## src/csg_pkg.sv

```systemverilog
package csg_pkg;

  localparam int COUNTS_PER_REV = 1600;
  localparam int CNT_W          = 11;
  localparam int TURNS_W        = 32;
  localparam int LEAD_W         = 13;
  localparam int LIM_W          = 9;
  localparam int IN_DATA_W      = 72;
  localparam int OUT_DATA_W     = 8;

  localparam logic [CNT_W-1:0] CPR_M1 = CNT_W'(COUNTS_PER_REV - 1);
  localparam logic signed [LEAD_W-1:0] CPR_L  = LEAD_W'(COUNTS_PER_REV);
  localparam logic signed [LEAD_W-1:0] HALF_L = LEAD_W'(COUNTS_PER_REV / 2);

  // pending step: -1, 0 or +1
  typedef logic signed [1:0] delta_t;
  localparam delta_t DELTA_DOWN = -2'sd1;
  localparam delta_t DELTA_NONE = 2'sd0;
  localparam delta_t DELTA_UP   = 2'sd1;

  typedef struct packed {
    logic step;
    logic direction;
  } lane_res_t;

endpackage

```

## src/csg_lane.sv

```systemverilog
module csg_lane (
  input  logic                          clk,
  input  logic                          rst,
  input  logic                          accept,
  input  logic [csg_pkg::LIM_W-1:0]     max_lead,
  input  logic [csg_pkg::TURNS_W-1:0]   target_turns,
  input  logic [csg_pkg::CNT_W-1:0]     target_count,
  input  logic [csg_pkg::CNT_W-1:0]     encoder,
  output csg_pkg::lane_res_t            res
);
  import csg_pkg::*;

  delta_t             delta, delta_next;
  logic [TURNS_W-1:0] pulse_turns, pulse_turns_next;
  logic [CNT_W-1:0]   pulse_count, pulse_count_next;
  logic               dir_latch, dir_latch_next;

  logic signed [TURNS_W:0]  dt;
  logic                     dt_zero, dt_m1, dt_pos, dt_lt_m1;
  logic signed [LEAD_W-1:0] cmp0, cmp1, lead_raw, lead, lim;
  logic                     dist_pos, dist_neg;
  delta_t                   pick;

  assign dt = $signed({target_turns[TURNS_W-1], target_turns})
            - $signed({pulse_turns[TURNS_W-1], pulse_turns});
  assign dt_zero  = (dt == '0);
  assign dt_m1    = (dt == -(TURNS_W+1)'(1));
  assign dt_pos   = !dt[TURNS_W] && !dt_zero;
  assign dt_lt_m1 = dt[TURNS_W] && !dt_m1;

  // turn difference of zero or minus one: the count part decides the sign
  assign cmp0 = $signed({2'b00, target_count}) - $signed({2'b00, pulse_count});
  assign cmp1 = cmp0 - CPR_L;

  assign dist_pos = dt_pos || (dt_zero && cmp0 > 0) || (dt_m1 && cmp1 > 0);
  assign dist_neg = dt_lt_m1 || (dt_zero && cmp0 < 0) || (dt_m1 && cmp1 < 0);

  assign lead_raw = $signed({2'b00, pulse_count}) - $signed({2'b00, encoder});
  assign lim      = $signed({{(LEAD_W-LIM_W){1'b0}}, max_lead});

  always_comb begin
    if (lead_raw >= HALF_L) begin
      lead = lead_raw - CPR_L;
    end else if (lead_raw < -HALF_L) begin
      lead = lead_raw + CPR_L;
    end else begin
      lead = lead_raw;
    end
  end

  always_comb begin
    if (dist_neg) begin
      if (lead > -lim)       pick = DELTA_DOWN;
      else if (lead == -lim) pick = DELTA_NONE;
      else                   pick = DELTA_UP;
    end else if (dist_pos) begin
      if (lead < lim)        pick = DELTA_UP;
      else if (lead == lim)  pick = DELTA_NONE;
      else                   pick = DELTA_DOWN;
    end else begin
      if (lead < -lim)       pick = DELTA_UP;
      else if (lead > lim)   pick = DELTA_DOWN;
      else                   pick = DELTA_NONE;
    end
  end

  always_comb begin
    delta_next       = delta;
    pulse_turns_next = pulse_turns;
    pulse_count_next = pulse_count;
    dir_latch_next   = dir_latch;
    if (delta == DELTA_NONE) begin
      delta_next = pick;
      if (pick == DELTA_DOWN)    dir_latch_next = 1'b0;
      else if (pick == DELTA_UP) dir_latch_next = 1'b1;
    end else begin
      delta_next = DELTA_NONE;
      if (delta == DELTA_DOWN) begin
        if (pulse_count != '0) begin
          pulse_count_next = pulse_count - CNT_W'(1);
        end else begin
          pulse_count_next = CPR_M1;
          pulse_turns_next = pulse_turns - TURNS_W'(1);
        end
      end else begin
        if (pulse_count < CPR_M1) begin
          pulse_count_next = pulse_count + CNT_W'(1);
        end else begin
          pulse_count_next = '0;
          pulse_turns_next = pulse_turns + TURNS_W'(1);
        end
      end
    end
  end

  always_ff @(posedge clk) begin
    if (rst) begin
      delta       <= DELTA_NONE;
      pulse_turns <= '0;
      pulse_count <= '0;
      dir_latch   <= 1'b0;
    end else if (accept) begin
      delta       <= delta_next;
      pulse_turns <= pulse_turns_next;
      pulse_count <= pulse_count_next;
      dir_latch   <= dir_latch_next;
    end
  end

  assign res.step      = (delta != DELTA_NONE);
  assign res.direction = dir_latch_next;

endmodule

```

## src/csg_out.sv

```systemverilog
module csg_out (
  input  logic                            clk,
  input  logic                            rst,
  input  logic                            push,
  input  csg_pkg::lane_res_t              odd_res,
  input  csg_pkg::lane_res_t              even_res,
  output logic                            in_ready,
  output logic                            out_valid,
  input  logic                            out_ready,
  output logic [csg_pkg::OUT_DATA_W-1:0]  out_data
);
  import csg_pkg::*;

  logic [3:0] word;
  logic [3:0] main_data, spare_data;
  logic       main_valid, spare_valid;
  logic       pop;

  // merge lanes: odd step, odd dir, even step, even dir from bit 0 up
  assign word = {even_res.direction, even_res.step, odd_res.direction, odd_res.step};
  assign pop  = main_valid && out_ready;

  always_ff @(posedge clk) begin
    if (rst) begin
      main_valid  <= 1'b0;
      spare_valid <= 1'b0;
    end else if (!main_valid || pop) begin
      main_valid  <= spare_valid || push;
      spare_valid <= 1'b0;
    end else if (push) begin
      spare_valid <= 1'b1;
    end
  end

  always_ff @(posedge clk) begin
    if (!main_valid || pop) begin
      main_data <= spare_valid ? spare_data : word;
    end else if (push) begin
      spare_data <= word;
    end
  end

  assign in_ready  = !spare_valid;
  assign out_valid = main_valid;
  assign out_data  = {{(OUT_DATA_W-4){1'b0}}, main_data};

endmodule

```

## src/closed_loop_stepper_step_gen.sv

```systemverilog
// Step/direction generator for two closed-loop stepper motors.
// Slave stream: one word per tick carrying the shared target position
// (turns and count) and the encoder count of each motor. Master stream:
// one word per accepted tick with step level and direction per motor.
// max_lead is written through cfg_we/cfg_wdata; the user must write it
// only while the block is idle, as the block does not enforce it; resets to 8.
// Each motor has its own lane holding pulse position, pending step and
// direction latch; both lanes decide and update in the cycle a word is
// accepted, so a new word is taken every cycle while s_axis_tready is high.
// The result passes through the output buffer registers to the master side.
// Throughput: one word per cycle, limited only by the two-entry output
// buffer; s_axis_tready drops once both entries hold words the receiver
// has not taken, and the lanes hold their state meanwhile.
// Reset (rst, synchronous) clears pulse positions, pending steps,
// direction latches and the output buffer.
module closed_loop_stepper_step_gen (
  input  logic                            clk,
  input  logic                            rst,
  input  logic                            cfg_we,
  input  logic [csg_pkg::LIM_W-1:0]       cfg_wdata,
  input  logic                            s_axis_tvalid,
  output logic                            s_axis_tready,
  // target_turns[31:0], target_count[42:32], odd_encoder[53:43],
  // even_encoder[64:54], zero fill above
  input  logic [csg_pkg::IN_DATA_W-1:0]   s_axis_tdata,
  output logic                            m_axis_tvalid,
  input  logic                            m_axis_tready,
  // odd_step[0], odd_direction[1], even_step[2], even_direction[3], zero fill
  output logic [csg_pkg::OUT_DATA_W-1:0]  m_axis_tdata
);
  import csg_pkg::*;

  logic [LIM_W-1:0]   max_lead;
  logic               accept;
  logic [TURNS_W-1:0] target_turns;
  logic [CNT_W-1:0]   target_count, odd_encoder, even_encoder;
  lane_res_t          odd_res, even_res;

  always_ff @(posedge clk) begin
    if (rst) begin
      max_lead <= LIM_W'(8);
    end else if (cfg_we) begin
      max_lead <= cfg_wdata;
    end
  end

  assign target_turns = s_axis_tdata[TURNS_W-1:0];
  assign target_count = s_axis_tdata[TURNS_W +: CNT_W];
  assign odd_encoder  = s_axis_tdata[TURNS_W+CNT_W +: CNT_W];
  assign even_encoder = s_axis_tdata[TURNS_W+2*CNT_W +: CNT_W];

  assign accept = s_axis_tvalid && s_axis_tready;

  csg_lane u_odd (
    .clk          (clk),
    .rst          (rst),
    .accept       (accept),
    .max_lead     (max_lead),
    .target_turns (target_turns),
    .target_count (target_count),
    .encoder      (odd_encoder),
    .res          (odd_res)
  );

  csg_lane u_even (
    .clk          (clk),
    .rst          (rst),
    .accept       (accept),
    .max_lead     (max_lead),
    .target_turns (target_turns),
    .target_count (target_count),
    .encoder      (even_encoder),
    .res          (even_res)
  );

  csg_out u_out (
    .clk       (clk),
    .rst       (rst),
    .push      (accept),
    .odd_res   (odd_res),
    .even_res  (even_res),
    .in_ready  (s_axis_tready),
    .out_valid (m_axis_tvalid),
    .out_ready (m_axis_tready),
    .out_data  (m_axis_tdata)
  );

endmodule
```

## config.mk

```make
export PLATFORM = sky130hd
export DESIGN_NAME = closed_loop_stepper_step_gen
export DESIGN_NICKNAME = d
export VERILOG_FILES = /design/src/csg_pkg.sv /design/src/csg_lane.sv /design/src/csg_out.sv /design/src/closed_loop_stepper_step_gen.sv
export SDC_FILE = /design/constraint.sdc
export NUM_CORES = 1
export LEC_CHECK = 0
export ABC_AREA = 1
export BUFFER_PORTS_ARGS = -buffer_cell sky130_fd_sc_hd__buf_2
export CAP_MARGIN = 25
export CORE_MARGIN = 10
export CORE_UTILIZATION = 38
export CTS_CLUSTER_SIZE = 20
export DETAILED_ROUTE_END_ITERATION = 8
export PLACE_DENSITY = 0.59
export SYNTH_ARGS = -nofsm -noshare
export SYNTH_HDL_FRONTEND = slang
export SYNTH_SLANG_ARGS = --single-unit
```

## constraint.sdc

```tcl
create_clock -name clk -period 5.4 [get_ports clk]
set_input_delay 0.81 -clock clk [delete_from_list [all_inputs] [get_ports clk]]
set_output_delay 0.81 -clock clk [all_outputs]
set_load 0.005 [all_outputs]
```

==> results of run 1 <==
==> Yosys cell counts, types with 4 or more instances <==
| library cell | number |
|---|---|
| nor3_1 | 30 |
| inv_2 | 18 |
| o211ai_1 | 14 |
| a21o_1 | 6 |
| o21a_1 | 8 |
| nor4_1 | 12 |
| nor2_1 | 241 |
| nand3_1 | 221 |
| o21ai_0 | 159 |
| xor2_1 | 81 |
| nor2_4 | 4 |
| a221oi_1 | 7 |
| nand3_2 | 4 |
| o221ai_1 | 5 |
| buf_4 | 5 |
| o21ai_1 | 12 |
| nand4_1 | 55 |
| o21bai_1 | 14 |
| xnor2_1 | 43 |
| nand2_2 | 24 |
| nand2_1 | 946 |
| buf_2 | 5 |
| nand3b_1 | 8 |
| nor2_2 | 17 |
| and2_1 | 16 |
| a21oi_1 | 246 |
| edfxtp_1 | 8 |
| fa_1 | 8 |
| inv_1 | 589 |
| o21ai_2 | 6 |
| a211oi_1 | 4 |
| a31oi_1 | 14 |
| nor3_2 | 9 |
| ha_1 | 219 |
| clkbuf_1 | 18 |
| dfxtp_1 | 103 |
| a21oi_2 | 6 |
==> worst max-delay path: stages, from the launching register on <==
cell      delay, ns
dfxtp_1        0.39
inv_2          0.21
ha_1           0.18
inv_1          0.08
fa_1           0.41
nand2_1        0.08
nand2_1        0.09
nand3_1        0.13
nand2_1        0.11
nand2_1        0.10
nand3_1        0.07
nand2_1        0.13
inv_1          0.10
nand2_1        0.11
nand2_1        0.11
o21ai_0        0.20
xor2_1         0.24
ha_1           0.28
nand2_1        0.10
o21ai_0        0.09
a221oi_1       0.38
xnor2_1        0.13
o21ai_0        0.24
nand3_1        0.12
nand2_2        0.13
o21ai_2        0.06
==> power breakdown <==
group	internal [uW]	switching, uW	leakage [uW]	total [uW]
Combinational	816	1510	0.00969	2320
Sequential	896	70.4	0.000916	966
Clock	362	344	0.000144	706
==> per-layer routing <==
layer / wire, um / vias to the layer above / global-route usage, %
li1: - / 10550 / -
met4: 967 / 0 / 4.103
met1: 28980 / 8569 / 27.99
met5: 0 / - / 0
met3: 3046 / 39 / 2.589
met2: 25250 / 387 / 31.72
==> final cells by class <==
class / instances / area share, %
clock buffer: 11 / 1.170
clock inverter: 5 / 0.2893
inverter: 610 / 11.51
tap: 615 / 3.868
sequential: 111 / 11.57
timing repair buffer: 92 / 2.415
multi-input combinational: 2478 / 69.18
==> logic make-up after synthesis <==
family                   after synthesis
other                                  1
AND/OR/NAND/NOR                     1601
XOR/XNOR                             124
buffers and inverters                641
adder cells (fa/ha/maj)              227
flip-flops                           111
AO/OA/AOI/OAI                        522
==> registers in the layout, summed over array words and instances (netlist names) <==
name                flops
u_even.pulse_turns     32
u_odd.pulse_turns      32
u_even.pulse_count     11
u_odd.pulse_count      11
max_lead                9
u_out.main_data         4
u_out.spare_data        4
u_even.delta            2
u_odd.delta             2
u_even.dir_latch        1
u_odd.dir_latch         1
u_out.out_valid         1
u_out.spare_valid       1
==> through the flow <==
step	cells	setup slack (ns)	area [um^2]	power, uW
final	3922	0.8828	19890	3997
after global routing	3922	0.4080	19890	4429
after CTS	3922	0.8587	19890	4018
after detailed placement	3906	0.6187	19600	3288
after global placement	3906	0.6408	19600	3286
after floorplan	3230	1.189	18500	2734
==> worst paths after layout <==
kind	startpoint	endpoint	slack, ns	cells past startpoint
max	u_odd.pulse_count[0]	u_out.main_data[1]	0.88	25
min	u_even.delta[1]	u_even.delta[1]	0.49	2
max reg2reg	u_odd.pulse_count[0]	u_out.main_data[1]	0.88	25
min reg2reg	u_even.delta[1]	u_even.delta[1]	0.49	2
==> flow_summary.json, run 1 <==
{
  "synth-edff-count": 8,
  "num_rows": 80,
  "grt-ovfl-total": 0,
  "synth_seq_area_share_pct": 12.45,
  "dieArea_um2": 57870,
  "nNetsFinal": 3615,
  "endpoint_kind": "flip-flop",
  "post-route-util_pct": 41.49,
  "synthXorXnorAreaFrac_pct": 5.875,
  "ant_nets": 0,
  "cp.required_ns": 5.53,
  "gp_congestion": 0.9098,
  "min_period_ns": 4.517,
  "insertedDiodeCount": 0,
  "status": "complete, no violations",
  "cts_resized": 0,
  "hold_violations": 0,
  "synthTopCellsByArea": "nand2_1 (19%), ha_1 (15%), inv_1 (12%)",
  "ir_drop_mv": 0.1683,
  "synth_area_per_cell_um2": 5.728,
  "cts_root_buf": "clkbuf_16",
  "via_count": 19540,
  "yosysWarnings": 0,
  "drc": 0,
  "hold_path_class": "flip-flop to flip-flop",
  "mostFrequentLayoutCells": "nand2_1 (946), inv_1 (589), a21oi_1 (246), nor2_1 (241), nand3_1 (221)",
  "antenna_found_initial": 1,
  "via_per_inst": 4.982,
  "grt_use_total_pct": 19.88,
  "synth_top_family_by_area": "simple AND/OR/NAND/NOR gates",
  "netlist_area_um2": 18490,
  "async_reset_ff_share_pct": 0,
  "routed_wl_mm": 58.24,
  "synth_largest_area_cell": "nand2_1",
  "rsz0062_at_grt": "false",
  "insertion_delay_ns": 0.38,
  "die_w_um": 240.6,
  "setup_viol": 0,
  "slew_violations": 0,
  "cts_buffer_depth": 2,
  "fin_tns_setup_ns": 0,
  "htree_levels": 3,
  "area_growth_pct": 7.622,
  "first_pass_iters": 8,
  "core_area_um2": 47950,
  "fin_skew_ns": 0.01424,
  "hpwlAfterDp_mm": 49.59,
  "synthSimpleGateAreaFrac_pct": 37.00,
  "finalCritPeriodShare_pct": 83.65,
  "holdWs_ns": 0.4888,
  "synth.distinct_cells": 59,
  "synthFlopType": "dfxtp_1",
  "path_clk_slew_ns": 0.08,
  "cts_tree": "built",
  "leakagePower_uw": 0.01075,
  "dieHeight_um": 240.6,
  "cts_inserted_buffers": 9,
  "routedWlPerCell_um": 14.85,
  "cts_hold_buffers": 0,
  "clkSinkCount": 111,
  "drive_gt1_share_pct": 6.229,
  "seq_area_um2": 2302,
  "cts_setup_buffers": 0,
  "yosysTopAreaCellShare_pct": 19.21,
  "ys_ff_latch": 111,
  "p_per_area_nw_per_um2": 200.9,
  "start_kind": "flip-flop",
  "n_fill_cell": 5355,
  "critPathMaxFanout": 7,
  "worst_pin_slew_ns": 0.7828,
  "start_util_pct": 38.55,
  "critical_path_class": "flip-flop to flip-flop",
  "arrival_ns": 4.64,
  "port_buffers": 84,
  "io_pins": 96,
  "multiInputGateArea_um2": 13760,
  "drtIter0Drc": 1324,
  "max_freq_mhz": 221.4,
  "max_slew_margin_pct": 47.62,
  "grt_pass1_wl_mm": 92.43,
  "grt_pass1_vias": 17720,
  "syn_inst": 3227,
  "maxCapViolCount": 0,
  "synth-compound-area-share_pct": 15.80,
  "yosys.area_share.adder_pct": 15.69,
  "final_common_cell": "nand2_1",
  "synth_mux_area_share_pct": 0,
  "grt_max_degree": 64
}
No activity file was read; power rests on OpenSTA's default activity.
==> run 2, diff against run 1 <==
--- a/config.mk
+++ b/config.mk
@@ -12,7 +12,7 @@
 export CORE_UTILIZATION = 38
 export CTS_CLUSTER_SIZE = 20
 export DETAILED_ROUTE_END_ITERATION = 8
-export PLACE_DENSITY = 0.59
+export PLACE_DENSITY = 0.61
 export SYNTH_ARGS = -nofsm -noshare
 export SYNTH_HDL_FRONTEND = slang
 export SYNTH_SLANG_ARGS = --single-unit
==> constraint.sdc (replaced) <==
create_clock -name clk -period 3.9 [get_ports clk]
set_input_delay 0.585 -clock clk [delete_from_list [all_inputs] [get_ports clk]]
set_output_delay 0.585 -clock clk [all_outputs]
set_load 0.005 [all_outputs]
==> flow_summary.json, run 2 (synthesis gave the netlist of run 1 again) <==
{
  "dieHeight_um": 240.6,
  "via_per_inst": 4.966,
  "cts_buffer_depth": 2,
  "clkSinkCount": 111,
  "min_period_ns": 3.917,
  "p_per_area_nw_per_um2": 288.3,
  "gp_congestion": 0.9520,
  "rsz0062_at_grt": "true",
  "crit_top_cell": "nand2_2",
  "num_rows": 80,
  "grt_pass1_wl_mm": 95.41,
  "arrival_ns": 4.05,
  "die_w_um": 240.6,
  "nNetsFinal": 3809,
  "fin_cells": 4116,
  "drive_gt1_share_pct": 14.31,
  "crit_path_max_incr_delay_ns": 0.52,
  "crit_family": "simple AND/OR/NAND/NOR gates",
  "setup_viol": 1,
  "routedWlPerCell_um": 14.55,
  "start_util_pct": 38.55,
  "slew_violations": 0,
  "cp.required_ns": 4.04,
  "drc": 0,
  "max_freq_mhz": 255.3,
  "cp_slowest_cell": "or4_4",
  "finalCritPeriodShare_pct": 100.4,
  "critPathMaxFanout": 4,
  "cts_inserted_buffers": 9,
  "dp.cells": 4094,
  "antenna_found_initial": 0,
  "critical_path_class": "flip-flop to flip-flop",
  "grt-ovfl-total": 0,
  "via_count": 20440,
  "port_buffers": 84,
  "place_area_um2": 21020,
  "top_regs": "u_even.pulse_turns (32), u_odd.pulse_turns (32)",
  "leakagePower_uw": 0.01176,
  "core_area_um2": 47950,
  "path_clk_slew_ns": 0.09,
  "ant_nets": 0,
  "htree_levels": 3,
  "post-route-util_pct": 45.48,
  "dieArea_um2": 57870,
  "critPathBufInv": 3,
  "insertedDiodeCount": 0,
  "worst_pin_slew_ns": 0.8711,
  "routed_wl_mm": 59.91,
  "fin_area_um2": 21810,
  "io_pins": 96,
  "holdWs_ns": 0.4022,
  "worst_slack_ns": -0.01667,
  "max_slew_margin_pct": 41.71,
  "mostFrequentLayoutCells": "nand2_1 (913), inv_1 (579), a21oi_1 (244), nor2_1 (238), ha_1 (209)",
  "cts_root_buf": "clkbuf_16",
  "grt_pass1_vias": 18720,
  "hold_violations": 0,
  "drtIter0Drc": 1520,
  "grt_max_degree": 45,
  "final_common_cell": "nand2_1",
  "start_kind": "flip-flop",
  "grt_use_total_pct": 20.42,
  "first_pass_iters": 5,
  "endpoint_kind": "flip-flop",
  "status": "complete, but fails checks",
  "maxCapViolCount": 0,
  "pre_cts_ws_ns": -0.3813,
  "ir_drop_mv": 0.2368,
  "insertion_delay_ns": 0.39,
  "fin_skew_ns": 0.01547,
  "hpwlAfterDp_mm": 51.01,
  "cts_tree": "built",
  "hold_path_class": "input pin to flip-flop",
  "area_growth_pct": 17.97,
  "violations": "negative setup slack"
}
==> run 2: layout make-up <==
class	count	area, um^2
fillers	5217	26140
multi-input cells	2478	14180
flip-flops and latches	111	2317
inverters	610	2295
repair buffers	286	1937
well taps	615	769.5
clock buffers	10	239.0
clock inverters	6	72.57
==> run 2: per-layer routing <==
metal  GRT usage, %  vias to the layer above  routed length, um
met1          28.79                     8961              29600
li1               -                    10930                  -
met3          2.909                       62               3363
met4          5.215                        0               1315
met2          31.91                      486              25630
met5              0                        -                  0
==> run 2: final timing paths <==
| kind | cells after the start | start | slack [ns] | endpoint |
|---|---|---|---|---|
| setup / recovery | 28 | u_odd.pulse_count[0] | -0.02 | u_out.main_data[1] |
| setup reg to reg | 28 | u_odd.pulse_count[0] | -0.02 | u_out.main_data[1] |
| hold reg to reg | 2 | u_even.delta[1] | 0.49 | u_even.delta[1] |
| hold / removal | 3 | cfg_wdata[3] | 0.40 | max_lead[3] |
==> run 2: stage by stage <==
step                       TNS, ns  power, uW
after CTS                        0       6052
after floorplan                  0       3790
final                     -0.01667       6287
after detailed placement    -2.450       4978
after global placement      -2.330       4975
after global routing       -0.8876       6885
==> run 2: worst min-delay path, cell delays in order <==
cell and delay (ns):
buf_2 0.08, a21oi_1 0.05, o21ai_0 0.06
==> run 2: report_power, final <==
| group | internal [uW] | switching (uW) |
|---|---|---|
| sequential | 1240 | 79.1 |
| clock | 476 | 528 |
| combinational | 1610 | 2350 |
==> run 2: what timing repair did <==
item | in CTS | in global routing
setup endpoints to repair | 6 | 10
cloned | 0 | 0
gates resized for setup | 27 | 90
hold buffers | 0 | 0
pin swaps | 11 | 41
buffers inserted | 1 | 5
==> run 3, diff against run 2 <==
--- a/config.mk
+++ b/config.mk
@@ -10,9 +10,11 @@
 export CAP_MARGIN = 25
 export CORE_MARGIN = 10
 export CORE_UTILIZATION = 38
+export CTS_CLUSTER_DIAMETER = 120
 export CTS_CLUSTER_SIZE = 20
 export DETAILED_ROUTE_END_ITERATION = 8
 export PLACE_DENSITY = 0.61
+export SKIP_LAST_GASP = 1
 export SYNTH_ARGS = -nofsm -noshare
 export SYNTH_HDL_FRONTEND = slang
 export SYNTH_SLANG_ARGS = --single-unit
==> flow_summary.json, run 3 (synthesis gave the netlist of run 1 again) <==
{
  "insertedDiodeCount": 0,
  "power.internal_uw": 3306,
  "gp_congestion": 0.9520,
  "p_per_area_nw_per_um2": 286.8,
  "grt_pass1_vias": 18720,
  "critical_path_class": "flip-flop to flip-flop",
  "post-route-util_pct": 45.39,
  "dieArea_um2": 57870,
  "setup_viol": 1,
  "endpoint_kind": "flip-flop",
  "hold_violations": 0,
  "combPwrFrac_pct": 62.7,
  "arrival_ns": 4.05,
  "maxCapViolCount": 0,
  "routedWlPerCell_um": 14.56,
  "slew_violations": 0,
  "swShare_pct": 47.03,
  "start_kind": "flip-flop",
  "antenna_found_initial": 0,
  "crit_top_cell": "nand2_2",
  "hpwlAfterDp_mm": 51.01,
  "min_period_ns": 3.913,
  "leakagePower_uw": 0.01176,
  "io_pins": 96,
  "dp.cells": 4094,
  "first_pass_iters": 6,
  "top_regs": "u_even.pulse_turns (32), u_odd.pulse_turns (32)",
  "mostFrequentLayoutCells": "nand2_1 (918), inv_1 (580), a21oi_1 (244), nor2_1 (239), ha_1 (211)",
  "rsz0062_at_grt": "true",
  "die_w_um": 240.6,
  "place_area_um2": 21020,
  "power_uw": 6241,
  "crit_path_max_incr_delay_ns": 0.52,
  "grt_pass1_wl_mm": 95.41,
  "worst_pin_slew_ns": 0.8764,
  "status": "complete, but fails checks",
  "nNetsFinal": 3809,
  "cts_tree": "built",
  "core_area_um2": 47950,
  "area_growth_pct": 17.73,
  "cts_inserted_buffers": 9,
  "critPathMaxFanout": 4,
  "cp_slowest_cell": "or4_4",
  "finalCritPeriodShare_pct": 100.3,
  "cp.required_ns": 4.04,
  "start_util_pct": 38.55,
  "ir_drop_mv": 0.2382,
  "fin_skew_ns": 0.01368,
  "via_count": 20430,
  "drc": 0,
  "clkSinkCount": 111,
  "via_per_inst": 4.963,
  "max_freq_mhz": 255.5,
  "drive_gt1_share_pct": 14.00,
  "num_rows": 80,
  "max_slew_margin_pct": 41.36,
  "cts_hold_buffers": 0,
  "fin_cells": 4116,
  "clkPwrFrac_pct": 16.1,
  "n_fill_cell": 5221,
  "port_buffers": 84,
  "worst_slack_ns": -0.01330,
  "final_common_cell": "nand2_1",
  "grt_use_total_pct": 20.42,
  "grt-ovfl-total": 0,
  "dieHeight_um": 240.6,
  "power_frac_seq_pct": 21.2,
  "p_switching_uw": 2935,
  "htree_levels": 3,
  "drtIter0Drc": 1598,
  "hold_path_class": "input pin to flip-flop",
  "ant_nets": 0,
  "routed_wl_mm": 59.92,
  "insertion_delay_ns": 0.39,
  "cts_root_buf": "clkbuf_16",
  "path_clk_slew_ns": 0.09,
  "grt_max_degree": 45,
  "cts_buffer_depth": 2,
  "violations": "negative setup slack",
  "fin_area_um2": 21760
}
## run 3: worst max-delay path: cells and delay by family, from the launching register on
family                     cells  cell delay, ns
buffers and inverters          3            0.22
adders and majority gates      3            0.80
and+or+nand+nor               20            2.00
DFF                            1            0.34
AOI/OAI and AO/OA              2            0.28
## run 3: final timing paths
kind,cells after the start,startpoint,endpoint,slack (ns)
min,3,cfg_wdata[3],max_lead[3],0.40
max,28,u_odd.pulse_count[0],u_out.main_data[1],-0.01
min reg2reg,2,u_odd.delta[1],u_odd.delta[1],0.49
max reg2reg,28,u_odd.pulse_count[0],u_out.main_data[1],-0.01
## run 3: layout make-up
| type | instances | area, um^2 | share of cell area, % |
|---|---|---|---|
| clock buffer | 10 | 239.0 | 1.098 |
| clock inverter | 6 | 72.57 | 0.3335 |
| inverter | 610 | 2295 | 10.54 |
| multi-input combinational | 2478 | 14130 | 64.94 |
| sequential | 111 | 2317 | 10.65 |
| tap | 615 | 769.5 | 3.536 |
| timing repair buffer | 286 | 1937 | 8.900 |
## run 3: layer usage
metal  routed length [um]  track usage (%)  up-vias  part of all wire [%]
met5                    0                0        -                     0
met4                 1317            5.215        0                   2.2
met3                 3186            2.909       65                   5.3
met2                25540            31.91      451                    43
met1                29880            28.79     8976                    50
li1                     -                -    10930                     -
## run 3: through the flow
stage                     setup WS (ns)  setup TNS, ns  hold slack (ns)
final                          -0.01330       -0.01330           0.4048
after global routing            -0.2245         -1.005           0.4249
after CTS                       0.01141              0           0.3847
after detailed placement        -0.3813         -2.450           0.4733
after global placement          -0.3502         -2.330           0.4711
after floorplan                 0.02020              0           0.4479
## run 3: power by group through the flow
stage / clock network [uW] / registers, uW / logic, uW
floorplan: 0 / 1320 / 2460
finish: 1000 / 1320 / 3910
detailed placement: 0 / 1340 / 3630
global route: 1070 / 1330 / 4430
global placement: 0 / 1340 / 3630
CTS: 1030 / 1320 / 3700
## run 3: timing repair
item / in CTS / in global routing
endpoints found under the setup margin: 6 / 10
resized for setup: 27 / 78
hold endpoints to repair: 0 / 0
pin swaps: 11 / 41
buffers inserted: 1 / 5
